--- config.mk ---
export PLATFORM = sky130hd
export DESIGN_NAME = adm3a_ctl
export DESIGN_NICKNAME = d
export VERILOG_FILES = /design/src/sv/adm3a_pkg.sv /design/src/sv/adm3a_ctl.sv
export SDC_FILE = /design/constraint.sdc
export NUM_CORES = 1
export LEC_CHECK = 0
export ABC_AREA = 1
export BUFFER_PORTS_ARGS = -buffer_cell sky130_fd_sc_hd__buf_2
export CAP_MARGIN = 20
export CORE_AREA = 10 10 205 110
export DETAILED_ROUTE_END_ITERATION = 6
export DIE_AREA = 0 0 215 120
export PLACE_DENSITY = 0.64
export SLEW_MARGIN = 20
export SYNTH_ARGS = -nofsm -noshare
export SYNTH_HDL_FRONTEND = slang
export SYNTH_SLANG_ARGS = --single-unit
--- constraint.sdc ---
create_clock -name clk -period 3.3 [get_ports clk]
set_input_delay 0.33 -clock clk [delete_from_list [all_inputs] [get_ports clk]]
set_output_delay 0.33 -clock clk [all_outputs]
set_load 0.005 [all_outputs]
--- src/sv/adm3a_pkg.sv ---
// Shared types and constants for the terminal text engine.
// No dependencies.
`default_nettype none
package adm3a_pkg;
  typedef struct packed {
    logic       kind;
    logic [7:0] data_byte;
    logic [4:0] read_row;
    logic [6:0] read_column;
  } in_item_t;

  typedef struct packed {
    logic [7:0] cell_char;
    logic [4:0] cell_attribute;
    logic [4:0] cursor_row_now;
    logic [6:0] cursor_column_now;
    logic       cursor_shown;
    logic       bell_pulse;
    logic       unknown_escape;
    logic       unknown_control;
  } out_item_t;

  localparam logic [7:0] CH_SPACE = 8'h20;
  localparam logic [7:0] CH_DEL   = 8'h7F;
  localparam logic [7:0] CH_GRAVE = 8'h60;
  localparam logic [7:0] CH_ESC   = 8'h1B;
  localparam logic [7:0] CH_NUL   = 8'h00;
  localparam logic [7:0] CH_BEL   = 8'h07;
  localparam logic [7:0] CH_BS    = 8'h08;
  localparam logic [7:0] CH_LF    = 8'h0A;
  localparam logic [7:0] CH_VT    = 8'h0B;
  localparam logic [7:0] CH_FF    = 8'h0C;
  localparam logic [7:0] CH_CR    = 8'h0D;
  localparam logic [7:0] CH_ETB   = 8'h17;
  localparam logic [7:0] CH_CAN   = 8'h18;
  localparam logic [7:0] CH_SUB   = 8'h1A;
  localparam logic [7:0] CH_RS    = 8'h1E;

  localparam logic [4:0] ATTR_REVERSE = 5'h01;
  localparam logic [4:0] ATTR_PIXEL   = 5'h10;

  // Datapath sweep operations
  typedef enum logic [1:0] {
    OP_FILL = 2'd0,
    OP_UP   = 2'd1,
    OP_DOWN = 2'd2
  } sweep_op_t;

  // Command from controller to datapath
  typedef struct packed {
    logic       start;
    sweep_op_t  op;
    logic [4:0] row_lo;
    logic [4:0] row_hi;
    logic [6:0] col_lo;
    logic [4:0] blank_row;
  } sweep_cmd_t;

  typedef struct packed {
    logic busy;
  } sweep_sts_t;
endpackage
`default_nettype wire

--- src/sv/adm3a_ctl.sv ---
// Escape parser, cursor and mode state, and sweep sequencing.
// Depends on adm3a_pkg.
`default_nettype none
module adm3a_ctl
  import adm3a_pkg::*;
#(
  parameter int COLUMNS   = 80,
  parameter int ROWS      = 25,
  parameter int TEXT_ROWS = 24
) (
  input  wire logic       clk,
  input  wire logic       rst_n,
  input  wire logic       cfg_we,
  input  wire logic       cfg_data,
  input  wire logic       in_valid,
  output logic            in_ready,
  input  wire in_item_t   in_data,
  output logic            out_valid,
  input  wire logic       out_ready,
  output out_item_t       out_data,
  output sweep_cmd_t      cmd,
  input  wire sweep_sts_t sts,
  output logic            cell_we,
  output logic [4:0]      cell_row,
  output logic [6:0]      cell_col,
  output logic [7:0]      cell_ch,
  output logic [4:0]      cell_at,
  output logic [4:0]      rd_row,
  output logic [6:0]      rd_col,
  input  wire logic [7:0] rd_ch,
  input  wire logic [4:0] rd_at
);
  localparam int TR = (TEXT_ROWS < ROWS) ? TEXT_ROWS : ROWS;
  localparam logic [4:0] TR_M1   = 5'(TR - 1);
  localparam logic [4:0] ROWS_M1 = 5'(ROWS - 1);
  localparam logic [6:0] COL_M1  = 7'(COLUMNS - 1);

  typedef enum logic [2:0] {C_IDLE, C_EXEC, C_RDWAIT, C_SWEEP, C_SWEEP2, C_OUT} ctl_state_t;
  typedef enum logic [1:0] {PH_IDLE, PH_LEAD, PH_ARGS} esc_phase_t;

  ctl_state_t st_r;
  in_item_t   it_r;
  logic       model_r;
  logic [4:0] crow_r, srow_r, attr_r;
  logic [6:0] ccol_r, scol_r;
  esc_phase_t phase_r;
  logic [7:0] lead_r, arg0_r, arg1_r;
  logic [2:0] need_r, taken_r;
  logic       vis_r, gmode_r, gpend_r, gbit_r, spres_r;
  logic       bell_r, uesc_r, uctl_r, rd_ok_r;
  // pending second sweep (erase-to-end clears rest of line, then rows)
  logic       sw2_r;
  sweep_cmd_t sw2_cmd_r;
  logic [7:0] och_r;
  logic [4:0] oat_r;

  logic [4:0] region_m1, top_m1;
  logic       region_full;

  always_comb begin
    region_full = model_r && !spres_r;
    region_m1   = region_full ? ROWS_M1 : TR_M1;
    top_m1      = model_r ? ROWS_M1 : TR_M1;
  end

  function automatic logic [4:0] clamp_row(input logic [7:0] v, input logic [4:0] mx);
    logic [7:0] d;
    d = v - CH_SPACE;
    if (v < CH_SPACE) return 5'd0;
    if (d > {3'b0, mx}) return mx;
    return d[4:0];
  endfunction

  function automatic logic [6:0] clamp_col(input logic [7:0] v);
    logic [7:0] d;
    d = v - CH_SPACE;
    if (v < CH_SPACE) return 7'd0;
    if (d > {1'b0, COL_M1}) return COL_M1;
    return d[6:0];
  endfunction

  assign in_ready  = (st_r == C_IDLE) && !sts.busy;
  assign out_valid = (st_r == C_OUT);
  assign rd_row    = in_data.read_row;
  assign rd_col    = in_data.read_column;

  always_comb begin
    out_data.cell_char         = och_r;
    out_data.cell_attribute    = oat_r;
    out_data.cursor_row_now    = crow_r;
    out_data.cursor_column_now = ccol_r;
    out_data.cursor_shown      = vis_r;
    out_data.bell_pulse        = bell_r;
    out_data.unknown_escape    = uesc_r;
    out_data.unknown_control   = uctl_r;
  end

  // Next-state of an executed byte
  logic       x_we, x_sw, x_sw2;
  logic [4:0] x_wrow, x_wat;
  logic [6:0] x_wcol;
  logic [7:0] x_wch;
  sweep_cmd_t x_cmd, x_cmd2;
  logic [4:0] crow_nxt, srow_nxt, attr_nxt;
  logic [6:0] ccol_nxt, scol_nxt;
  esc_phase_t phase_nxt;
  logic [7:0] lead_nxt, arg0_nxt, arg1_nxt;
  logic [2:0] need_nxt, taken_nxt;
  logic       vis_nxt, gmode_nxt, gpend_nxt, gbit_nxt, spres_nxt;
  logic       bell_nxt, uesc_nxt, uctl_nxt;

  always_comb begin
    logic [7:0] ch, low7, run_lead;
    logic       do_put, do_down, do_run, known;
    logic [7:0] pch;
    logic [4:0] pat;
    logic [2:0] nargs;
    logic [7:0] anum;
    logic [4:0] abit;
    ch = it_r.data_byte;
    low7 = {1'b0, ch[6:0]};
    x_we = 1'b0; x_sw = 1'b0; x_sw2 = 1'b0;
    x_wrow = crow_r; x_wcol = ccol_r; x_wch = ch; x_wat = attr_r;
    x_cmd = '0; x_cmd2 = '0;
    crow_nxt = crow_r; ccol_nxt = ccol_r; srow_nxt = srow_r; scol_nxt = scol_r;
    attr_nxt = attr_r;
    phase_nxt = phase_r; lead_nxt = lead_r; arg0_nxt = arg0_r; arg1_nxt = arg1_r;
    need_nxt = need_r; taken_nxt = taken_r;
    vis_nxt = vis_r; gmode_nxt = gmode_r; gpend_nxt = gpend_r; gbit_nxt = gbit_r;
    spres_nxt = spres_r;
    bell_nxt = 1'b0; uesc_nxt = 1'b0; uctl_nxt = 1'b0;
    do_put = 1'b0; do_down = 1'b0; do_run = 1'b0; run_lead = lead_r;
    pch = ch; pat = attr_r; nargs = 3'd0; known = 1'b0; anum = arg0_r; abit = 5'd0;

    if (phase_r == PH_LEAD) begin
      known = 1'b1;
      if (ch == "=") nargs = 3'd2;
      else if (!model_r) known = 1'b0;
      else if (ch == "B" || ch == "C") nargs = 3'd1;
      else if (ch == "R" || ch == "E" || ch == "A") nargs = 3'd0;
      else if (ch == "*" || ch == " ") nargs = 3'd2;
      else if (ch == "L" || ch == "D") nargs = 3'd4;
      else known = 1'b0;
      if (!known) begin
        uesc_nxt = 1'b1; phase_nxt = PH_IDLE;
      end else begin
        lead_nxt = ch; taken_nxt = 3'd0; need_nxt = nargs;
        if (nargs == 3'd0) begin
          phase_nxt = PH_IDLE; do_run = 1'b1; run_lead = ch;
        end else phase_nxt = PH_ARGS;
      end
    end else if (phase_r == PH_ARGS) begin
      if (taken_r == 3'd0) begin arg0_nxt = ch; anum = ch; end
      if (taken_r == 3'd1) arg1_nxt = ch;
      taken_nxt = taken_r + 3'd1;
      need_nxt  = need_r - 3'd1;
      if (need_nxt == 3'd0) begin phase_nxt = PH_IDLE; do_run = 1'b1; end
    end else if (ch[7]) begin
      if (!gmode_r) begin
        do_put = 1'b1;
        if (low7 >= CH_SPACE && low7 != CH_DEL) begin
          pch = low7; pat = attr_r | ATTR_REVERSE;
        end
      end else if (!gpend_r) begin
        gpend_nxt = 1'b1; gbit_nxt = ch[0];
      end else begin
        gpend_nxt = 1'b0; do_put = 1'b1;
        pat = (attr_r & ~ATTR_PIXEL) | (gbit_r ? ATTR_PIXEL : 5'd0);
      end
    end else if (ch < CH_SPACE) begin
      unique case (ch)
        CH_NUL: begin do_put = 1'b1; pch = CH_GRAVE; end
        CH_BEL: bell_nxt = 1'b1;
        CH_BS:  if (ccol_r != 7'd0) ccol_nxt = ccol_r - 7'd1;
        CH_LF:  do_down = 1'b1;
        CH_VT:  if (crow_r != 5'd0) crow_nxt = crow_r - 5'd1;
        CH_FF: begin
          if (ccol_r >= COL_M1) begin ccol_nxt = 7'd0; do_down = 1'b1; end
          else ccol_nxt = ccol_r + 7'd1;
        end
        CH_CR:  ccol_nxt = 7'd0;
        CH_ETB: begin
          if ({2'b0, crow_r} < 7'(ROWS)) begin
            x_sw = 1'b1;
            x_cmd = '{start: 1'b1, op: OP_FILL, row_lo: crow_r, row_hi: crow_r,
                      col_lo: ccol_r, blank_row: 5'd0};
            if (crow_r < region_m1) begin
              x_sw2 = 1'b1;
              x_cmd2 = '{start: 1'b1, op: OP_FILL, row_lo: crow_r + 5'd1, row_hi: region_m1,
                         col_lo: 7'd0, blank_row: 5'd0};
            end
          end
        end
        CH_CAN: begin
          if ({2'b0, crow_r} < 7'(ROWS)) begin
            x_sw = 1'b1;
            x_cmd = '{start: 1'b1, op: OP_FILL, row_lo: crow_r, row_hi: crow_r,
                      col_lo: ccol_r, blank_row: 5'd0};
          end
        end
        CH_SUB: begin
          x_sw = 1'b1;
          x_cmd = '{start: 1'b1, op: OP_FILL, row_lo: 5'd0, row_hi: region_m1,
                    col_lo: 7'd0, blank_row: 5'd0};
          crow_nxt = 5'd0; ccol_nxt = 7'd0;
        end
        CH_ESC: phase_nxt = PH_LEAD;
        CH_RS: begin crow_nxt = 5'd0; ccol_nxt = 7'd0; end
        default: uctl_nxt = 1'b1;
      endcase
    end else if (ch != CH_DEL) begin
      do_put = 1'b1;
    end

    if (do_run) begin
      if (run_lead == "=") begin
        crow_nxt = clamp_row(arg0_nxt, top_m1);
        ccol_nxt = clamp_col(arg1_nxt);
      end else if (run_lead == "B" || run_lead == "C") begin
        abit = 5'd0;
        if (anum == "0") abit = 5'h01;
        else if (anum == "1") abit = 5'h02;
        else if (anum == "2") abit = 5'h04;
        else if (anum == "3") abit = 5'h08;
        else if (anum == "4") vis_nxt = (run_lead == "B");
        else if (anum == "5") begin gmode_nxt = (run_lead == "B"); gpend_nxt = 1'b0; end
        else if (anum == "6") begin
          if (run_lead == "B") begin srow_nxt = crow_r; scol_nxt = ccol_r; end
          else begin
            crow_nxt = (srow_r > top_m1) ? top_m1 : srow_r;
            ccol_nxt = (scol_r > COL_M1) ? COL_M1 : scol_r;
          end
        end else if (anum == "7") spres_nxt = (run_lead == "B");
        else uesc_nxt = 1'b1;
        if (run_lead == "B") attr_nxt = attr_r | abit;
        else attr_nxt = attr_r & ~abit;
      end else if (run_lead == "R" || run_lead == "E") begin
        if (crow_r <= region_m1) begin
          x_sw = 1'b1;
          if (run_lead == "R")
            x_cmd = '{start: 1'b1, op: OP_UP, row_lo: crow_r, row_hi: region_m1,
                      col_lo: 7'd0, blank_row: region_m1};
          else
            x_cmd = '{start: 1'b1, op: OP_DOWN, row_lo: crow_r, row_hi: region_m1,
                      col_lo: 7'd0, blank_row: crow_r};
        end
      end
    end

    if (do_put) begin
      x_we = ({2'b0, crow_r} < 7'(ROWS)); x_wch = pch; x_wat = pat;
      if (ccol_r >= COL_M1) begin ccol_nxt = 7'd0; do_down = 1'b1; end
      else ccol_nxt = ccol_r + 7'd1;
    end

    if (do_down) begin
      if (crow_r < region_m1) crow_nxt = crow_r + 5'd1;
      else if (crow_r == region_m1) begin
        x_sw = 1'b1;
        x_cmd = '{start: 1'b1, op: OP_UP, row_lo: 5'd0, row_hi: region_m1,
                  col_lo: 7'd0, blank_row: region_m1};
      end
    end
  end

  assign cell_we  = (st_r == C_EXEC) && x_we;
  assign cell_row = x_wrow;
  assign cell_col = x_wcol;
  assign cell_ch  = x_wch;
  assign cell_at  = x_wat;

  always_comb begin
    cmd = '0;
    if (st_r == C_EXEC && x_sw) cmd = x_cmd;
    else if (st_r == C_SWEEP && !sts.busy && sw2_r) cmd = sw2_cmd_r;
  end

  always_ff @(posedge clk) begin
    if (!rst_n) begin
      st_r <= C_IDLE; model_r <= 1'b0;
      crow_r <= '0; ccol_r <= '0; srow_r <= '0; scol_r <= '0; attr_r <= '0;
      phase_r <= PH_IDLE; lead_r <= '0; arg0_r <= '0; arg1_r <= '0;
      need_r <= '0; taken_r <= '0;
      vis_r <= 1'b1; gmode_r <= 1'b0; gpend_r <= 1'b0; gbit_r <= 1'b0; spres_r <= 1'b1;
      bell_r <= 1'b0; uesc_r <= 1'b0; uctl_r <= 1'b0; sw2_r <= 1'b0;
      och_r <= '0; oat_r <= '0; rd_ok_r <= 1'b0;
    end else begin
      if (cfg_we) model_r <= cfg_data;
      unique case (st_r)
        C_IDLE: begin
          if (in_valid && in_ready) begin
            it_r <= in_data;
            bell_r <= 1'b0; uesc_r <= 1'b0; uctl_r <= 1'b0;
            if (in_data.kind) begin
              rd_ok_r <= ({2'b0, in_data.read_row} < 7'(ROWS)) &&
                         ({1'b0, in_data.read_column} < 8'(COLUMNS));
              st_r <= C_RDWAIT;
            end else begin
              st_r <= C_EXEC;
            end
          end
        end
        C_RDWAIT: begin
          och_r <= rd_ok_r ? rd_ch : 8'd0;
          oat_r <= rd_ok_r ? rd_at : 5'd0;
          st_r  <= C_OUT;
        end
        C_EXEC: begin
          och_r <= '0; oat_r <= '0;
          crow_r <= crow_nxt; ccol_r <= ccol_nxt; srow_r <= srow_nxt; scol_r <= scol_nxt;
          attr_r <= attr_nxt; phase_r <= phase_nxt; lead_r <= lead_nxt;
          arg0_r <= arg0_nxt; arg1_r <= arg1_nxt; need_r <= need_nxt; taken_r <= taken_nxt;
          vis_r <= vis_nxt; gmode_r <= gmode_nxt; gpend_r <= gpend_nxt; gbit_r <= gbit_nxt;
          spres_r <= spres_nxt; bell_r <= bell_nxt; uesc_r <= uesc_nxt; uctl_r <= uctl_nxt;
          sw2_r <= x_sw2; sw2_cmd_r <= x_cmd2;
          st_r <= x_sw ? C_SWEEP : C_OUT;
        end
        C_SWEEP: begin
          if (!sts.busy) begin
            if (sw2_r) begin sw2_r <= 1'b0; st_r <= C_SWEEP2; end
            else st_r <= C_OUT;
          end
        end
        C_SWEEP2: if (!sts.busy) st_r <= C_OUT;
        C_OUT: if (out_ready) st_r <= C_IDLE;
        default: st_r <= C_IDLE;
      endcase
    end
  end
endmodule
`default_nettype wire

======== Word-level counts from Yosys, hierarchy flattened ========
Cells that the tools add are included.
operators by class
  $add $sub $neg .......................... 8
  $lt $le $gt $ge ......................... 14
  equality and inequality tests ........... 52
  muxes and demuxes ....................... 241
  bitwise logic cells ..................... 19
  reductions and logical operators ........ 52
operators by type and width
  cell                                                                   count
  25-bit 2-to-1 mux                                                      16
  5-bit 2-to-1 mux                                                       35
  7-bit 2-to-1 mux                                                       25
  8-bit 2-to-1 mux                                                       16
  1-bit 2-to-1 mux                                                       103
  8-bit by 6-bit equality test with 1-bit output, second input constant  12
  8-bit by 7-bit equality test with 1-bit output, second input constant  11
  3-bit 2-to-1 mux                                                       18
  25-bit one-hot mux with 2 select lines                                 1
  8-bit by 4-bit equality test with 1-bit output, second input constant  5
  8-bit by 5-bit equality test with 1-bit output, second input constant  5
  8-bit by 6-bit < comparator with 1-bit output, second input constant   3
  24-bit 2-to-1 mux                                                      1
  4-bit 2-to-1 mux                                                       6
  12-bit AND reduction                                                   2
  7-bit one-hot mux with 3 select lines                                  1
  5-bit one-hot mux with 2 select lines                                  2
  2-bit 2-to-1 mux                                                       9
  3-bit one-hot mux with 6 select lines                                  1
  8-bit one-hot mux with 2 select lines                                  1
  8-bit by 6-bit subtractor with 8-bit output, second input constant     2
  1-bit inverter                                                         15
  3-bit zero test                                                        4
  1-bit one-hot mux with 2 select lines                                  6
  other kinds (53)                                                       86
storage, ports and cells
  register bits ........................... 121
  input port bits ......................... 41
  output and inout bits ................... 94
  logic and storage cells ................. 418

======== Longest topological paths before layout ========
  word-level depth ........................ 27
  mapped depth ............................ 25
  gate-level depth less buffers ........... 24

======== Worst setup path after synthesis ========
Ideal clock, no wire load.
  path type ............................... flip-flop to flip-flop
  from .................................... register phase_r[1]
  to ...................................... register crow_r[3] (netlist: cell_row[3])
  library setup time ...................... 132 ps
  data arrival time ....................... 2985 ps
  required time ........................... 3168 ps
  setup slack ............................. 183 ps
  cell stages (with the launch flop) ...... 23
  path buffers ............................ 1
  clock period less this slack ............ 3117 ps
  path through ............................ dfxtp_1 inv_1 ha_1 nor2_1 nand3_2 buf_2 o21ai_0 inv_1 ha_1 inv_1 nor2_1 o211ai_1 nand2_1 nand3_1 o21ai_0 nor2_1 nor2_1 inv_1 o21ai_0 a31oi_1 nand2_1 nand2_1 a21oi_1
on the way
  longest elaborated chain between the ends .. 16
  elaborated cells on any way between the ends .. 52
  classes of those cells .................. 1 x add/sub; 2 x order compare; 12 x eq/ne; 36 x mux; 1 x reduce/logical
RTL lines
  item                                                                                                 RTL line          source
  start: declaration                                                                                   adm3a_ctl.sv:46   esc_phase_t phase_r;
  start signal: assignment                                                                             adm3a_ctl.sv:311  attr_r <= attr_nxt; phase_r <= phase_nxt; lead_r <= lead_nxt;
  2-bit equality test                                                                                  adm3a_ctl.sv:152  end else if (phase_r == PH_ARGS) begin
  8-bit 2-to-1 mux                                                                                     adm3a_ctl.sv:152
  8-bit 2-to-1 mux (*)                                                                                 adm3a_ctl.sv:135  if (phase_r == PH_LEAD) begin
  via arg0_nxt[1]                                                                                      adm3a_ctl.sv:107  logic [7:0] lead_nxt, arg0_nxt, arg1_nxt;
  parallel branches: the longest is 9 deep, another holds 8-bit by 6-bit subtractor with 8-bit output  -
  5-bit 2-to-1 mux (*)                                                                                 adm3a_ctl.sv:216  if (run_lead == "=") begin
  5-bit 2-to-1 mux (*)                                                                                 adm3a_ctl.sv:215  if (do_run) begin
  5-bit 2-to-1 mux                                                                                     adm3a_ctl.sv:257  if (crow_r < region_m1) crow_nxt = crow_r + 5'd1;
  5-bit 2-to-1 mux (*)                                                                                 adm3a_ctl.sv:256  if (do_down) begin
  end signal: assignment                                                                               adm3a_ctl.sv:310  crow_r <= crow_nxt; ccol_r <= ccol_nxt; srow_r <= srow_nxt; scol_r <= scol_nxt;
  end: declaration                                                                                     adm3a_ctl.sv:44   logic [4:0] crow_r, srow_r, attr_r;
Mark *: on every way through the listed nets, which the timed path passes. The select of a mux whose other input is x is not followed.
A chain may end at the register's enable or synchronous reset.

==> metrics.csv <==
stage,metric,value,unit
status,status,finished with violations,
status,violated checks,setup timing,
grt,largest net degree at the start of global routing,57,
logic_synthesis,Syn. warnings,0,
grt,vias in the first global route,7881,
flow_run,max_cap viols,0,
logic_synthesis,synthesized area,0.00747,sq mm
routing,remaining antenna violation count,0,
grt,GRT Residual Overflow,0,
logic_synthesis,Post-synth EDFFs,17,
floorplan,initial core utilization,39.2,%
floorplan,die height,120,microns
layout,share of layout cells above drive strength 1,28.8,%
sta,RSZ-0062 raised after global routing,yes,
min_path,worst hold path cell count,1,
layout,layout filler cell count,1951,
logic_synthesis,sequential share of the synthesized area,30.1,%
sta,Final setup viols,25,
logic_synthesis,Unique masters post-synth,53,
layout,most frequent cells in the layout,"196 x nand2_1, 146 x inv_1, 126 x buf_2",
routing,vias per cell,5.28,
clock_tree,CTS tree,done,
grt,first-pass GRT wire length,44.7,mm
setup_path,worst r2r path cells,19,
power_and_ir_drop,Leakage,4.52,nW
sta,crit share post-route,107,%
layout,Util after Layout,50.9,%
sta,Final min period,3.52,ns
setup_path,critical path arrival,3.19,ns
sta,worst-margin pin slew,0.774,ns
logic_synthesis,Syn Area/Cell,6.54,sq um
routing,DRC violations left,0,
min_path,hold crit path type,in -> reg,
logic_synthesis,Syn Nets,1211,
place,GP Congestion,0.955,
floorplan,die span in x,215,microns
layout,"most common cell after layout, fill and taps aside",nand2_1,
power_and_ir_drop,total power,3.52,mW
layout,# nets final,1411,
setup_path,r2r setup slk,0.16,ns
place,PortBufs,126,
sta,post-route setup TNS,-4.52,ns
sta,f_max,284,MHz
logic_synthesis,Synth area leaders,"dfxtp_1 23%, nand2_1 10%, inv_1 7.8%",
floorplan,std cell rows,36,
setup_path,"critical path fanouts, max",6,
setup_path,CP Class,reg -> out,
floorplan,die footprint,0.0258,sq mm
place,Final HPWL DP,22.8,mm
clock_tree,root buffer cell,clkbuf_16,
routing,Routed WL,29.0,mm
floorplan,I/O Pins,135,
logic_synthesis,cells after synthesis,1142,
routing,WL per Instance,18.0,microns
routing,first-pass detailed-route iteration total,6,
grt,initial antenna violation count,0,
sta,Max Slew Vio Count,0,
sta,setup ws final,-0.217,ns
clock_tree,clk_lat worst skew,0.37,ns
setup_path,RR Endpoint,cell_col[4],
logic_synthesis,Most used DFF post-synth,dfxtp_1,
layout,area grow syn2layout,29.8,%
layout,ant diodes,0,
grt,GRT Overall Usage,21.6,%
routing,1st-iter DRT viols,860,
setup_path,endpoint class of the critical path,output pin,
logic_synthesis,Yosys top cell by area,dfxtp_1,
sta,Rel. slew slack,48.4,%
place,Place WS,-0.157,ns
logic_synthesis,top-area cell type share of the netlist area,23.3,%
clock_tree,clock-pin slew on the worst setup and hold paths,0.08,ns
clock_tree,Longest Clk Path Bufs,2,
floorplan,core area,0.0191,sq mm
power_and_ir_drop,PwrDens,363,mW/mm^2
clock_tree,H-Tree Depth,3,
logic_synthesis,#FFs+latches synth,104,
min_path,hold path endpoint,it_r[14],
clock_tree,CTS buffer count,9,
sta,final clock skew,0.0115,ns
power_and_ir_drop,Worst VDD drop,0.230,mV
routing,total number of vias,8509,
setup_path,reg2reg start,it_r[14],
min_path,Hold Path Origin,in_data[14],
setup_path,Setup crit start kind,flip-flop,
setup_path,Critical Path RT,2.97,ns
clock_tree,Clock Sinks,104,
logic_synthesis,ys async rst share,0,%
sta,Final Hold Vio Count,0,
==> cell families (layout without fill, tap and decap cells) <==
group | count (synthesis) | after routing | synth area share, %
AO/OA/AOI/OAI | 280 | 280 | 21.6
XOR/XNOR | 10 | 10 | 1.17
adder cells (fa/ha/maj) | 28 | 28 | 4.69
buffers and inverters | 233 | 437 | 13.5
flip-flops | 104 | 104 | 30.1
AND/OR/NAND/NOR | 487 | 488 | 28.9
==> synthesized netlist by cell type, drive strengths merged (2+ instances only) <==
| master | number |
|---|---|
| ha | 28 |
| buf | 36 |
| nor3 | 35 |
| clkbuf | 31 |
| o211ai | 10 |
| or2 | 4 |
| o2111ai | 2 |
| o41ai | 3 |
| o21bai | 6 |
| edfxtp | 17 |
| inv | 165 |
| a31oi | 7 |
| a21oi | 102 |
| o221ai | 2 |
| nand3 | 67 |
| a211oi | 16 |
| dfxtp | 87 |
| o22ai | 7 |
| o21ai | 116 |
| a21o | 2 |
| nor2 | 144 |
| nand2 | 221 |
| nor4 | 3 |
| xor2 | 9 |
| nand4 | 12 |
==> per-layer routing <==
| layer | routed length, microns | global-route usage [%] |
|---|---|---|
| met5 | 0 | 0 |
| met4 | 206 | 3.15 |
| met3 | 3530 | 8.73 |
| met2 | 11200 | 29.0 |
| met1 | 14100 | 31.7 |
==> final cells by class <==
cell class,count,area (sq um),share of cell area (%)
Tap cell,266,333,3.43
Clock buffer,12,258,2.66
Inverter,166,628,6.47
Timing Repair Buffer,255,1650,17.0
Multi-Input combinational cell,806,4510,46.4
Clock inverter,4,73.8,0.761
Sequential cell,104,2250,23.2
==> repair_timing <==
action / 4_1_cts / 5_1_grt
cloned: 1 / 0
setup buffers: 24 / 9
gates resized for setup: 46 / 42
pin swaps: 21 / 26
hold buffers: 0 / 0
endpoints found under the setup margin: 25 / 47
==> sequential cells by signal, indices dropped and copies added (netlist names), 2 cells and up, named ones only <==
name and cells:
arg0_r 8, arg1_r 8, cell_col 7, cell_row 5, it_r 8, lead_r 8, need_r 3, oat_r 5
och_r 8, phase_r 2, scol_r 7, srow_r 5, st_r 3, sw2_cmd_r 9, taken_r 3
==> stage by stage <==
step           area (sq um)  hold slack (ns)  cells
2_1_floorplan          7470            0.424   1142
6_report               9700            0.133   1613
3_5_place_dp           8810            0.451   1563
4_1_cts                9520            0.127   1604
5_1_grt                9700            0.121   1613
3_3_place_gp           8810            0.436   1563
==> power by group <==
part | switching (mW) | internal (mW)
Clock | 0.519 | 0.714
Sequential | 0.0507 | 1.36
Combinational | 0.560 | 0.318
Total | 1.13 | 2.39
==> critical path: stages (launching register included) <==
cell	delay [ns]
edfxtp_1	0.53
nand2_2	0.15
nor3_2	0.05
nand4_1	0.21
o21ai_4	0.11
nor2_4	0.22
nand3_4	0.17
nand2_4	0.14
nand3_1	0.09
nor2_2	0.19
nand2_2	0.11
nand2_4	0.10
nor2_4	0.04
o21ai_4	0.10
nand3_4	0.14
nand2_8	0.12
inv_6	0.05
o211ai_1	0.08
nand2_1	0.07
buf_2	0.13
==> worst max-delay path by stage <==
stage | startpoint | end | slack [ns] | depth (start not counted)
after floorplan | phase_r[1] | cell_row[3] | 0.18 | 22
after global placement | it_r[15] | cmd[16] | -0.08 | 20
after detailed placement | it_r[15] | cmd[19] | -0.16 | 21
after CTS | it_r[12] | cmd[14] | -0.21 | 19
after global routing | it_r[14] | cmd[14] | -0.38 | 19
final | it_r[14] | cmd[14] | -0.22 | 19
Power figures use the tool's default switching activity.
